### config.mk
export PLATFORM = sky130hd
export DESIGN_NAME = page_bitmap_allocator_core
export DESIGN_NICKNAME = d
export VERILOG_FILES = /design/src/rtl/pba_pkg.sv /design/src/rtl/pba_bitmap_ram.sv /design/src/rtl/pba_word_scan.sv /design/src/rtl/page_bitmap_allocator_core.sv
export SDC_FILE = /design/constraint.sdc
export NUM_CORES = 2
export LEC_CHECK = 0
export BUFFER_PORTS_ARGS = -buffer_cell sky130_fd_sc_hd__buf_2
export CAP_MARGIN = 20
export CORE_MARGIN = 4
export CORE_UTILIZATION = 64
export CTS_BUF_LIST = sky130_fd_sc_hd__clkbuf_4 sky130_fd_sc_hd__clkbuf_8
export CTS_CLUSTER_SIZE = 30
export DETAILED_ROUTE_END_ITERATION = 12
export PLACE_DENSITY = 0.8
export SLEW_MARGIN = 20
export SYNTH_ARGS = -nofsm -noshare
export SYNTH_HDL_FRONTEND = slang
export SYNTH_HIERARCHICAL = 1
export SYNTH_SLANG_ARGS = --single-unit
### constraint.sdc
create_clock -name i_clk -period 13.3 [get_ports i_clk]
set_clock_uncertainty 0.05 [all_clocks]
set_input_delay 1.995 -clock i_clk [delete_from_list [all_inputs] [get_ports i_clk]]
set_output_delay 1.995 -clock i_clk [all_outputs]
set_load 0.01 [all_outputs]
### src/rtl/pba_pkg.sv
// shared types and constants of the page bitmap allocator
package pba_pkg;

    localparam int PAGE_COUNT = 1024;
    localparam int PAGE_W     = 10;
    localparam int REG_W      = 11;
    localparam int WORD_BITS  = 32;
    localparam int BIT_W      = $clog2(WORD_BITS);
    localparam int ROW_COUNT  = PAGE_COUNT / WORD_BITS;
    localparam int ROW_W      = $clog2(ROW_COUNT);

    // command opcodes
    localparam logic [1:0] OP_ALLOC = 2'd0;
    localparam logic [1:0] OP_FREE  = 2'd1;
    localparam logic [1:0] OP_LOAD  = 2'd2;

    // config register indexes
    localparam logic [1:0] CFG_FIRST_PAGE = 2'd0;
    localparam logic [1:0] CFG_END_PAGE   = 2'd1;

    // one bitmap row: allocated and usable bits of WORD_BITS pages
    typedef struct packed {
        logic [WORD_BITS-1:0] alloc;
        logic [WORD_BITS-1:0] usable;
    } t_row_word;

    typedef struct packed {
        logic             rd_en;
        logic [ROW_W-1:0] rd_row;
        logic             wr_en;
        logic [ROW_W-1:0] wr_row;
        t_row_word        wr_word;
    } t_ram_req;

    typedef struct packed {
        logic             found;
        logic [BIT_W-1:0] bit_pos;
    } t_scan_res;

endpackage

### src/rtl/pba_bitmap_ram.sv
// bitmap row memory with per-row valid bits, unwritten rows read as zero
module pba_bitmap_ram
    import pba_pkg::*;
(
    input  logic      i_clk,
    input  logic      i_rst_n,
    input  t_ram_req  i_req,
    output t_row_word o_rd_word
);

    t_row_word              r_mem [ROW_COUNT];
    t_row_word              r_rd_word;
    logic                   r_rd_valid;
    logic [ROW_COUNT-1:0]   r_row_valid;

    always_ff @(posedge i_clk) begin
        if (i_req.wr_en) begin
            r_mem[i_req.wr_row] <= i_req.wr_word;
        end
        if (i_req.rd_en) begin
            r_rd_word  <= r_mem[i_req.rd_row];
            r_rd_valid <= r_row_valid[i_req.rd_row];
        end
    end

    always_ff @(posedge i_clk) begin
        if (!i_rst_n) begin
            r_row_valid <= '0;
        end else if (i_req.wr_en) begin
            r_row_valid[i_req.wr_row] <= 1'b1;
        end
    end

    assign o_rd_word = r_rd_valid ? r_rd_word : '0;

endmodule

### src/rtl/pba_word_scan.sv
// masked find-first-set over one bitmap row
module pba_word_scan
    import pba_pkg::*;
(
    input  logic [WORD_BITS-1:0] i_cand,
    input  logic [BIT_W-1:0]     i_lo_off,
    input  logic                 i_hi_en,
    input  logic [BIT_W-1:0]     i_hi_off,
    output t_scan_res            o_res
);

    logic [WORD_BITS-1:0] lo_mask;
    logic [WORD_BITS-1:0] hi_mask;
    logic [WORD_BITS-1:0] masked;

    assign lo_mask = {WORD_BITS{1'b1}} << i_lo_off;
    assign hi_mask = i_hi_en ? ~({WORD_BITS{1'b1}} << i_hi_off) : {WORD_BITS{1'b1}};
    assign masked  = i_cand & lo_mask & hi_mask;

    // lowest set bit wins
    always_comb begin
        o_res.found   = |masked;
        o_res.bit_pos = '0;
        for (int i = WORD_BITS - 1; i >= 0; i--) begin
            if (masked[i]) begin
                o_res.bit_pos = BIT_W'(i);
            end
        end
    end

endmodule

### src/rtl/page_bitmap_allocator_core.sv
// page bitmap allocator top level: command sequencer, hint and config registers
//
// command channel: a transaction is taken when start is high and busy is low,
// carrying i_opcode (allocate, free, load usable bit), i_page_index and
// i_usable_value. every command gives exactly one result, shown on
// o_result_page and o_done_res for one cycle while o_res_strobe is high;
// the receiver cannot stall, so the result is gone after that cycle.
// config channel: i_cfg_valid/o_cfg_ready with i_cfg_index and i_cfg_data;
// index 0 is first_page, index 1 is end_page, others are dropped. ready is
// always high; write only while no command is in flight.
// an unknown opcode or an empty scan window is answered straight from idle;
// free and load read the row, then write it back, and an allocate visits
// the bitmap rows of 32 pages in the scan window in turn; the scan is paced
// by one row read per cycle from the bitmap memory. busy stays high until
// the strobe cycle, where the next command may already be taken.
// reset clears the row valid bits at once (no sweep), so all pages read as
// unusable and free; hint and first_page reset to 1, end_page to 1024.
module page_bitmap_allocator_core
    import pba_pkg::*;
(
    input  logic              i_clk,
    input  logic              i_rst_n,
    input  logic              start,
    output logic              busy,
    input  logic [1:0]        i_opcode,
    input  logic [PAGE_W-1:0] i_page_index,
    input  logic              i_usable_value,
    output logic              o_res_strobe,
    output logic [PAGE_W-1:0] o_result_page,
    output logic              o_done_res,
    input  logic              i_cfg_valid,
    output logic              o_cfg_ready,
    input  logic [1:0]        i_cfg_index,
    input  logic [REG_W-1:0]  i_cfg_data
);

    localparam logic [REG_W-1:0] PAGE_LIMIT = REG_W'(PAGE_COUNT);

    typedef enum logic [1:0] {
        S_IDLE,
        S_READ,
        S_SCAN,
        S_MODIFY
    } t_state;

    t_state              r_state, n_state;
    logic [REG_W-1:0]    r_first, n_first;
    logic [REG_W-1:0]    r_end, n_end;
    logic [REG_W-1:0]    r_hint, n_hint;
    logic [1:0]          r_op, n_op;
    logic [PAGE_W-1:0]   r_page, n_page;
    logic                r_uval, n_uval;
    logic [ROW_W-1:0]    r_row, n_row;
    logic [REG_W-1:0]    r_lo, n_lo;
    logic [REG_W-1:0]    r_hi, n_hi;
    logic                r_strobe, n_strobe;
    logic [PAGE_W-1:0]   r_result, n_result;
    logic                r_done, n_done;

    t_ram_req            ram_req;
    t_row_word           rd_word;
    t_row_word           mod_word;
    t_scan_res           scan_res;

    logic [REG_W-1:0]    win_lo;
    logic [REG_W-1:0]    win_hi;
    logic [BIT_W-1:0]    scan_lo_off;
    logic                scan_hi_en;
    logic [REG_W-1:0]    next_base;
    logic [PAGE_W-1:0]   found_page;
    logic [BIT_W-1:0]    page_bit;

    pba_bitmap_ram u_ram (
        .i_clk     (i_clk),
        .i_rst_n   (i_rst_n),
        .i_req     (ram_req),
        .o_rd_word (rd_word)
    );

    // scan window edges only matter on rows that contain them
    assign scan_lo_off = (r_row == r_lo[PAGE_W-1:BIT_W]) ? r_lo[BIT_W-1:0] : '0;
    assign scan_hi_en  = ({1'b0, r_row} == r_hi[REG_W-1:BIT_W]);

    pba_word_scan u_scan (
        .i_cand   (rd_word.usable & ~rd_word.alloc),
        .i_lo_off (scan_lo_off),
        .i_hi_en  (scan_hi_en),
        .i_hi_off (r_hi[BIT_W-1:0]),
        .o_res    (scan_res)
    );

    assign win_lo     = (r_hint > r_first) ? r_hint : r_first;
    assign win_hi     = (r_end < PAGE_LIMIT) ? r_end : PAGE_LIMIT;
    // first page of the row after the current one
    assign next_base  = {REG_W'({1'b0, r_row} + 1'b1)} << BIT_W;
    assign found_page = {r_row, scan_res.bit_pos};
    assign page_bit   = r_page[BIT_W-1:0];

    always_comb begin
        n_state  = r_state;
        n_first  = r_first;
        n_end    = r_end;
        n_hint   = r_hint;
        n_op     = r_op;
        n_page   = r_page;
        n_uval   = r_uval;
        n_row    = r_row;
        n_lo     = r_lo;
        n_hi     = r_hi;
        n_strobe = 1'b0;
        n_result = '0;
        n_done   = 1'b0;
        mod_word = rd_word;
        ram_req  = '0;

        if (i_cfg_valid) begin
            unique case (i_cfg_index)
                CFG_FIRST_PAGE: n_first = i_cfg_data;
                CFG_END_PAGE:   n_end   = i_cfg_data;
                default:        ;
            endcase
        end

        unique case (r_state)
            S_IDLE: begin
                if (start) begin
                    n_op   = i_opcode;
                    n_page = i_page_index;
                    n_uval = i_usable_value;
                    unique case (i_opcode) inside
                        OP_ALLOC: begin
                            if (win_lo >= win_hi) begin
                                n_strobe = 1'b1;
                            end else begin
                                n_lo    = win_lo;
                                n_hi    = win_hi;
                                n_row   = win_lo[PAGE_W-1:BIT_W];
                                n_state = S_READ;
                            end
                        end
                        OP_FREE, OP_LOAD: begin
                            n_row   = i_page_index[PAGE_W-1:BIT_W];
                            n_state = S_READ;
                        end
                        default: begin
                            n_strobe = 1'b1;
                        end
                    endcase
                end
            end
            S_READ: begin
                ram_req.rd_en  = 1'b1;
                ram_req.rd_row = r_row;
                n_state = (r_op == OP_ALLOC) ? S_SCAN : S_MODIFY;
            end
            S_SCAN: begin
                // fetch the following row while this one is checked
                ram_req.rd_en  = 1'b1;
                ram_req.rd_row = r_row + 1'b1;
                if (scan_res.found) begin
                    mod_word.alloc[scan_res.bit_pos] = 1'b1;
                    ram_req.wr_en   = 1'b1;
                    ram_req.wr_row  = r_row;
                    ram_req.wr_word = mod_word;
                    n_hint   = REG_W'({1'b0, found_page} + 1'b1);
                    n_strobe = 1'b1;
                    n_result = found_page;
                    n_done   = 1'b1;
                    n_state  = S_IDLE;
                end else if (next_base < r_hi) begin
                    n_row = r_row + 1'b1;
                end else begin
                    n_strobe = 1'b1;
                    n_state  = S_IDLE;
                end
            end
            S_MODIFY: begin
                n_strobe = 1'b1;
                n_state  = S_IDLE;
                ram_req.wr_row = r_row;
                unique case (r_op)
                    OP_FREE: begin
                        if (rd_word.alloc[page_bit]) begin
                            mod_word.alloc[page_bit] = 1'b0;
                            ram_req.wr_en   = 1'b1;
                            ram_req.wr_word = mod_word;
                            n_done = 1'b1;
                            if ({1'b0, r_page} < r_hint) begin
                                n_hint = {1'b0, r_page};
                            end
                        end
                    end
                    OP_LOAD: begin
                        mod_word.usable[page_bit] = r_uval;
                        ram_req.wr_en   = 1'b1;
                        ram_req.wr_word = mod_word;
                        n_done = 1'b1;
                    end
                    default: ;
                endcase
            end
            default: n_state = S_IDLE;
        endcase
    end

    always_ff @(posedge i_clk) begin
        if (!i_rst_n) begin
            r_state  <= S_IDLE;
            r_first  <= REG_W'(1);
            r_end    <= PAGE_LIMIT;
            r_hint   <= REG_W'(1);
            r_strobe <= 1'b0;
        end else begin
            r_state  <= n_state;
            r_first  <= n_first;
            r_end    <= n_end;
            r_hint   <= n_hint;
            r_strobe <= n_strobe;
        end
        r_op     <= n_op;
        r_page   <= n_page;
        r_uval   <= n_uval;
        r_row    <= n_row;
        r_lo     <= n_lo;
        r_hi     <= n_hi;
        r_result <= n_result;
        r_done   <= n_done;
    end

    assign busy          = (r_state != S_IDLE);
    assign o_cfg_ready   = 1'b1;
    assign o_res_strobe  = r_strobe;
    assign o_result_page = r_result;
    assign o_done_res    = r_done;

`ifndef SYNTHESIS
    // a result only comes out once the sequencer is back in idle
    a_strobe_idle: assert property (@(posedge i_clk) disable iff (!i_rst_n)
        r_strobe |-> (r_state == S_IDLE))
        else $error("result strobe while a command is in flight");

    // every accepted command either keeps the block busy or answers at once
    a_accept_progress: assert property (@(posedge i_clk) disable iff (!i_rst_n)
        (start && !busy) |=> (busy || r_strobe))
        else $error("accepted command dropped");

    // page field is zero unless a page was allocated
    a_zero_result: assert property (@(posedge i_clk) disable iff (!i_rst_n)
        (r_strobe && !r_done) |-> (r_result == '0))
        else $error("nonzero page on a failed command");

    // hint never runs past the end of the table
    a_hint_range: assert property (@(posedge i_clk) disable iff (!i_rst_n)
        r_hint <= PAGE_LIMIT)
        else $error("search hint out of range");
`endif

endmodule
======== Word-level counts from Yosys, hierarchy flattened ========
Memories as Yosys holds them, arrays and structs flattened. A register that Yosys moved wholly into a read port is not among the register bits.
Index checks and enable logic that the tools add are counted.
operators by class
  shifts and indexed selects .............. 2
  bitwise logic cells ..................... 10
  mux-type cells .......................... 83
  magnitude comparators ................... 12
  reductions and logical operators ........ 20
  equality and inequality tests ........... 20
  add/sub/neg operators ................... 3
operator list
  operator                                              count
  2-to-1 mux 5 bit                                      37
  one-hot mux 70 bit (2 select lines)                   1
  bitwise AND 32 bit                                    4
  2-to-1 mux 64 bit                                     2
  one-hot mux 64 bit (2 select lines)                   1
  inverter 32 bit                                       3
  2-to-1 mux 70 bit                                     1
  2-to-1 mux 11 bit                                     6
  OR 32 bit                                             2
  left shift 32 x 5 -> 32 bit (first input constant)    2
  bitwise mux 32 bit                                    1
  2-to-1 mux 32 bit                                     1
  OR reduction 32 bit                                   1
  < comparator 5 x 6 -> 1 bit (second input constant)   4
  one-hot mux 11 bit (2 select lines)                   1
  one-hot mux 5 bit (2 select lines)                    2
  demux 1 bit (select 5 bit)                            3
  >= comparator 5 x 1 -> 1 bit (second input constant)  3
  2-to-1 mux 1 bit                                      14
  inequality test 2 bit (second input constant)         6
  one-hot mux 6 bit (2 select lines)                    1
  adder 10 x 1 -> 11 bit (second input constant)        1
  >= comparator 11 bit                                  1
  > comparator 11 bit                                   1
  other kinds (27)                                      51
word-level totals
  flip-flop bits (word level) ............. 119
  word-level logic and storage cells ...... 166
  memories ................................ 1
  output and inout port bits .............. 14
  RAM bits ................................ 2048
memories
  memory       words  bits a word  rd ports  clocked after memory_dff  wr ports  RTL line              source
  u_ram.r_mem  32     64           1         1                         1         pba_bitmap_ram.sv:11  t_row_word r_mem [ROW_COUNT];

======== Longest topological paths before layout ========
  depth after elaboration ................. 49
  mapped depth ............................ 22
  mapped depth without buffers ............ 18

======== By module ========
Netlist, hierarchy kept.
by module, submodules not included
  module                      instances  cells an instance  area each (µm²)
  pba_bitmap_ram              1          3376               80343.3
  page_bitmap_allocator_core  1          864                7231.9
  pba_word_scan               1          212                1267.5

======== Least setup slack after synthesis ========
Ideal clock, no wire load.
  kind .................................... register -> register
  start ................................... register r_row[0]
  end ..................................... memory u_ram/r_mem[12][0] (netlist name), enable pin
  period minus slack after synthesis ...... 7297 ps
  path buffers ............................ 3
  arrival time ............................ 6759 ps
  setup slack ............................. 6003 ps
  stages on the path, launching flop included .. 20
  cells stage by stage .................... edfxtp_1 -> clkbuf_1 -> inv_1 -> ha_1 -> a2111oi_0 -> and3_1 -> or3b_1 -> buf_2 -> o2111a_1 -> a31oi_2 -> inv_2 -> nor2_1 -> nand3_1 -> nand2b_1 -> and2_1 -> nor2_1 -> nor2_1 -> or3b_2 -> clkbuf_1 -> nor2_1
RTL lines
  item                    RTL line                           source
  start, declared         page_bitmap_allocator_core.sv:53   logic [ROW_W-1:0] r_row, n_row;
  start signal, assigned  page_bitmap_allocator_core.sv:223  r_row <= n_row;
  end, declared           pba_bitmap_ram.sv:11

==> impl_metrics.csv <==
group,metric,value,unit
logic_synthesis,synthArstFlopShare,0,%
placed_design,gp_congestion,0.926,
sta,tightest_slew,1.25,ns
placed_design,dp.cells,6129,
clock_network,cts_htree_levels,5,
min_path,min-delay-path-class,"register to register",
power,ir_worst_vdd,0.000134,V
power,p_total,0.0185,W
logic_synthesis,synth.cell_area,0.0888,mm^2
logic_synthesis,synth_area_leader_cell,"edfxtp_1",
critical_path,reg2reg_to,"u_ram/r_mem[6][33]$_DFFE_PP_",
critical_path,cp-start-kind,"register",
clock_network,cts_buffers,350,
critical_path,critPathMaxFanout,48,
clock_network,cts_hold_buf,0,
logic_synthesis,synthTopCellsByArea,"edfxtp_1 (73%), mux4_2 (13%), o22ai_1 (1.9%)",
sta,fmax,0.127,GHz
logic_synthesis,synth_cell_types,88,
global_route,grt_max_degree,134,
clock_network,clk_pin_slew,0.06,ns
logic_synthesis,yosys_most_used_dff,"edfxtp_1",
sta,setup_ws,5.42,ns
critical_path,slowest_stage,"nor2_4",
layout,final_cell_count_no_fill,6758,
logic_synthesis,yosysSeqAreaShare,74.5,%
flow_run,cap_violations,0,
critical_path,critPathKind,"register to register",
critical_path,rrSetupSlack,5.42,ns
routing,viasPerCell,7.20,
logic_synthesis,yosys.area.top_type_share,72.7,%
sta,slew_headroom,15.7,%
global_route,antenna_found_initial,12,
critical_path,rr_worst_depth,17,
floorplan,fp-row-count,136,
critical_path,cp-endpoint,"u_ram/r_mem[6][33]$_DFFE_PP_",
global_route,grt_first_pass_wirelength,336000,um
critical_path,slowest_delay,1.02,ns
global_route,overflow,0,
sta,setup_viol,0,
critical_path,critPathArrivalTime,8.47,ns
logic_synthesis,syn_avg_cell_area,20.0,um^2
clock_network,cts_resized,0,
floorplan,die_y,381,um
power,powerDensity,189,mW/mm^2
logic_synthesis,syn_nets,4532,
logic_synthesis,ys.warnings.count,6,
clock_network,clock_sinks,2231,
critical_path,crit_required,13.89,ns
sta,finalHoldViolations,0,
sta,period_needed,7.88,ns
global_route,grt_pass1_vias,48200,
floorplan,io_pins,44,
routing,drtIter0Drc,7892,
critical_path,r2r_start,"r_row[2]$_DFFE_PP_",
layout,final_nets,4778,
routing,first_pass_iters,9,
routing,avgRoutedWirePerCell,34.5,um
power,p_leak,32.3,nW
routing,remaining_drc_errors,0,
clock_network,cts_buffer_depth,4,
clock_network,clock_latency,1.05,ns
placed_design,dp_hpwl,133000,um
floorplan,core_area,0.138,mm^2
clock_network,root_buffer,"clkbuf_8",
global_route,grt_usage,32.4,%
placed_design,dp_slack,5.55,ns
sta,fin_setup_tns,0,ns
placed_design,io_buffer_count,42,
sta,rsz0062_at_grt,"no",
logic_synthesis,synth-edff-count,2152,
logic_synthesis,synth-seq-cells,2231,
routing,routed_wl,233000,um
critical_path,crit_start,"r_row[2]$_DFFE_PP_",
critical_path,endpoint_kind,"register",
routing,vias,48600,
layout,syn2layout_area_growth,10.2,%
sta,period_share,59.3,%
floorplan,die_area,0.145,mm^2
sta,slew_viol_final,0,
critical_path,path_cells,"xnor2_1 -> nand3_1 -> nor3_1 -> and2_1 -> nand2_1 -> o211ai_1 -> a21oi_1 -> nor3_1 -> and4_1 -> nand3_1 -> nand2b_1 -> and2_1 -> nor2_1 -> nor2_1 -> nand3b_1 -> nor2_4 -> buf_4",
run_status,status,"completed",
logic_synthesis,synthCells,4452,
clock_network,cts_tree,"built",
clock_network,post_cts_buffers,0,
floorplan,start_util,64.5,%
routing,final_antenna_net_count,0,
layout,drive_gt1_share,26.5,%
floorplan,die_x,381,um
through the flow:
step | utilization (%) | hold WS, ns | instance area [um^2]
6_report | 71.1 | 0.417 | 97900
3_5_place_dp | 66.1 | 0.404 | 91000
3_3_place_gp | 66.1 | 0.392 | 91000
4_1_cts | 70.9 | 0.416 | 97600
5_1_grt | 71.1 | 0.429 | 97900
2_1_floorplan | - | 0.381 | 88800
cells by family after synthesis:
group           after synthesis  share of synthesized area [%]
other cells                   1                        0.00422
compound gates              667                           5.17
flops                      2231                           74.5
xor+xnor                     16                          0.158
buf+inv                     328                           2.11
simple gates                563                           3.47
mux                         595                           13.9
fa+ha+maj                    51                          0.717
area by class of cell:
cell class,instances,area (um^2)
Antenna cell,6,15.0
Clock buffer,471,5780
Clock inverter,141,838
Fill cell,7643,39700
Inverter,69,259
Multi-Input combinational cell,1893,21300
Sequential cell,2231,66200
Tap cell,1794,2240
Timing Repair Buffer,153,1290
synthesized netlist by cell type, types with 71 or more instances:
library cell  number
a21oi_1           71
and2_1            78
buf_2            104
dfxtp_1           79
edfxtp_1        2152
mux2i_1           81
mux4_2           507
nand2_1          107
nor2_1            97
nor2b_1           82
o21ai_0           80
o22ai_1          265
sequential cells by signal, indices dropped and copies added (netlist names), 10 cells and up:
name / count
u_ram/r_mem: 2048
u_ram/r_rd_word: 64
u_ram/r_row_valid: 32
r_end: 11
r_first: 11
r_hi: 11
r_hint: 11
o_result_page: 10
r_lo: 10
r_page: 10
how the worst min path moves through the flow:
stage | start | to | slack (ns) | depth (start not counted)
final | u_ram/r_row_valid[16]$_SDFFE_PN0P_ | u_ram/r_row_valid[16]$_SDFFE_PN0P_ | 0.42 | 1
after global routing | u_ram/r_row_valid[16]$_SDFFE_PN0P_ | u_ram/r_row_valid[16]$_SDFFE_PN0P_ | 0.43 | 1
after CTS | u_ram/r_row_valid[6]$_SDFFE_PN0P_ | u_ram/r_row_valid[6]$_SDFFE_PN0P_ | 0.42 | 1
after detailed placement | u_ram/r_row_valid[16]$_SDFFE_PN0P_ | u_ram/r_row_valid[16]$_SDFFE_PN0P_ | 0.40 | 1
after global placement | u_ram/r_row_valid[12]$_SDFFE_PN0P_ | u_ram/r_row_valid[12]$_SDFFE_PN0P_ | 0.39 | 1
after floorplan | r_end[10]$_SDFFE_PN1P_ | r_hi[10]$_DFFE_PP_ | 0.38 | 0
metal layers:
layer  part of all wire (%)  global-route usage (%)  vias to the layer above
met5                  0.012                       0                        -
met4                    4.2                    12.6                        6
met3                     14                    10.3                      649
met2                     46                    48.2                     4127
met1                     36                    45.6                    24700
li1                       -                       -                    19100
power breakdown:
group | switching [W] | total (W) | internal [W]
Combinational | 0.00296 | 0.00468 | 0.00172
Sequential | 0.000144 | 0.00827 | 0.00813
Clock | 0.00256 | 0.00555 | 0.00298
worst max-delay path: cells and delay by family (launching register included):
kind            cells  cell delay (ns)
xor+xnor            1             0.23
flops               1             0.56
simple gates       13             5.16
buf+inv             1             0.86
compound gates      2             0.50
cell usage in the layout, fill, tap and decap left out, types with 79 or more instances in the layout:
master	instances
mux4_2	507
mux2i_1	81
nand2_1	102
o22ai_1	263
clkinv_1	98
edfxtp_1	2152
dfxtp_1	79
clkbuf_8	359
clkbuf_4	112
buf_4	94
No activity file was read; power rests on OpenSTA's default activity.
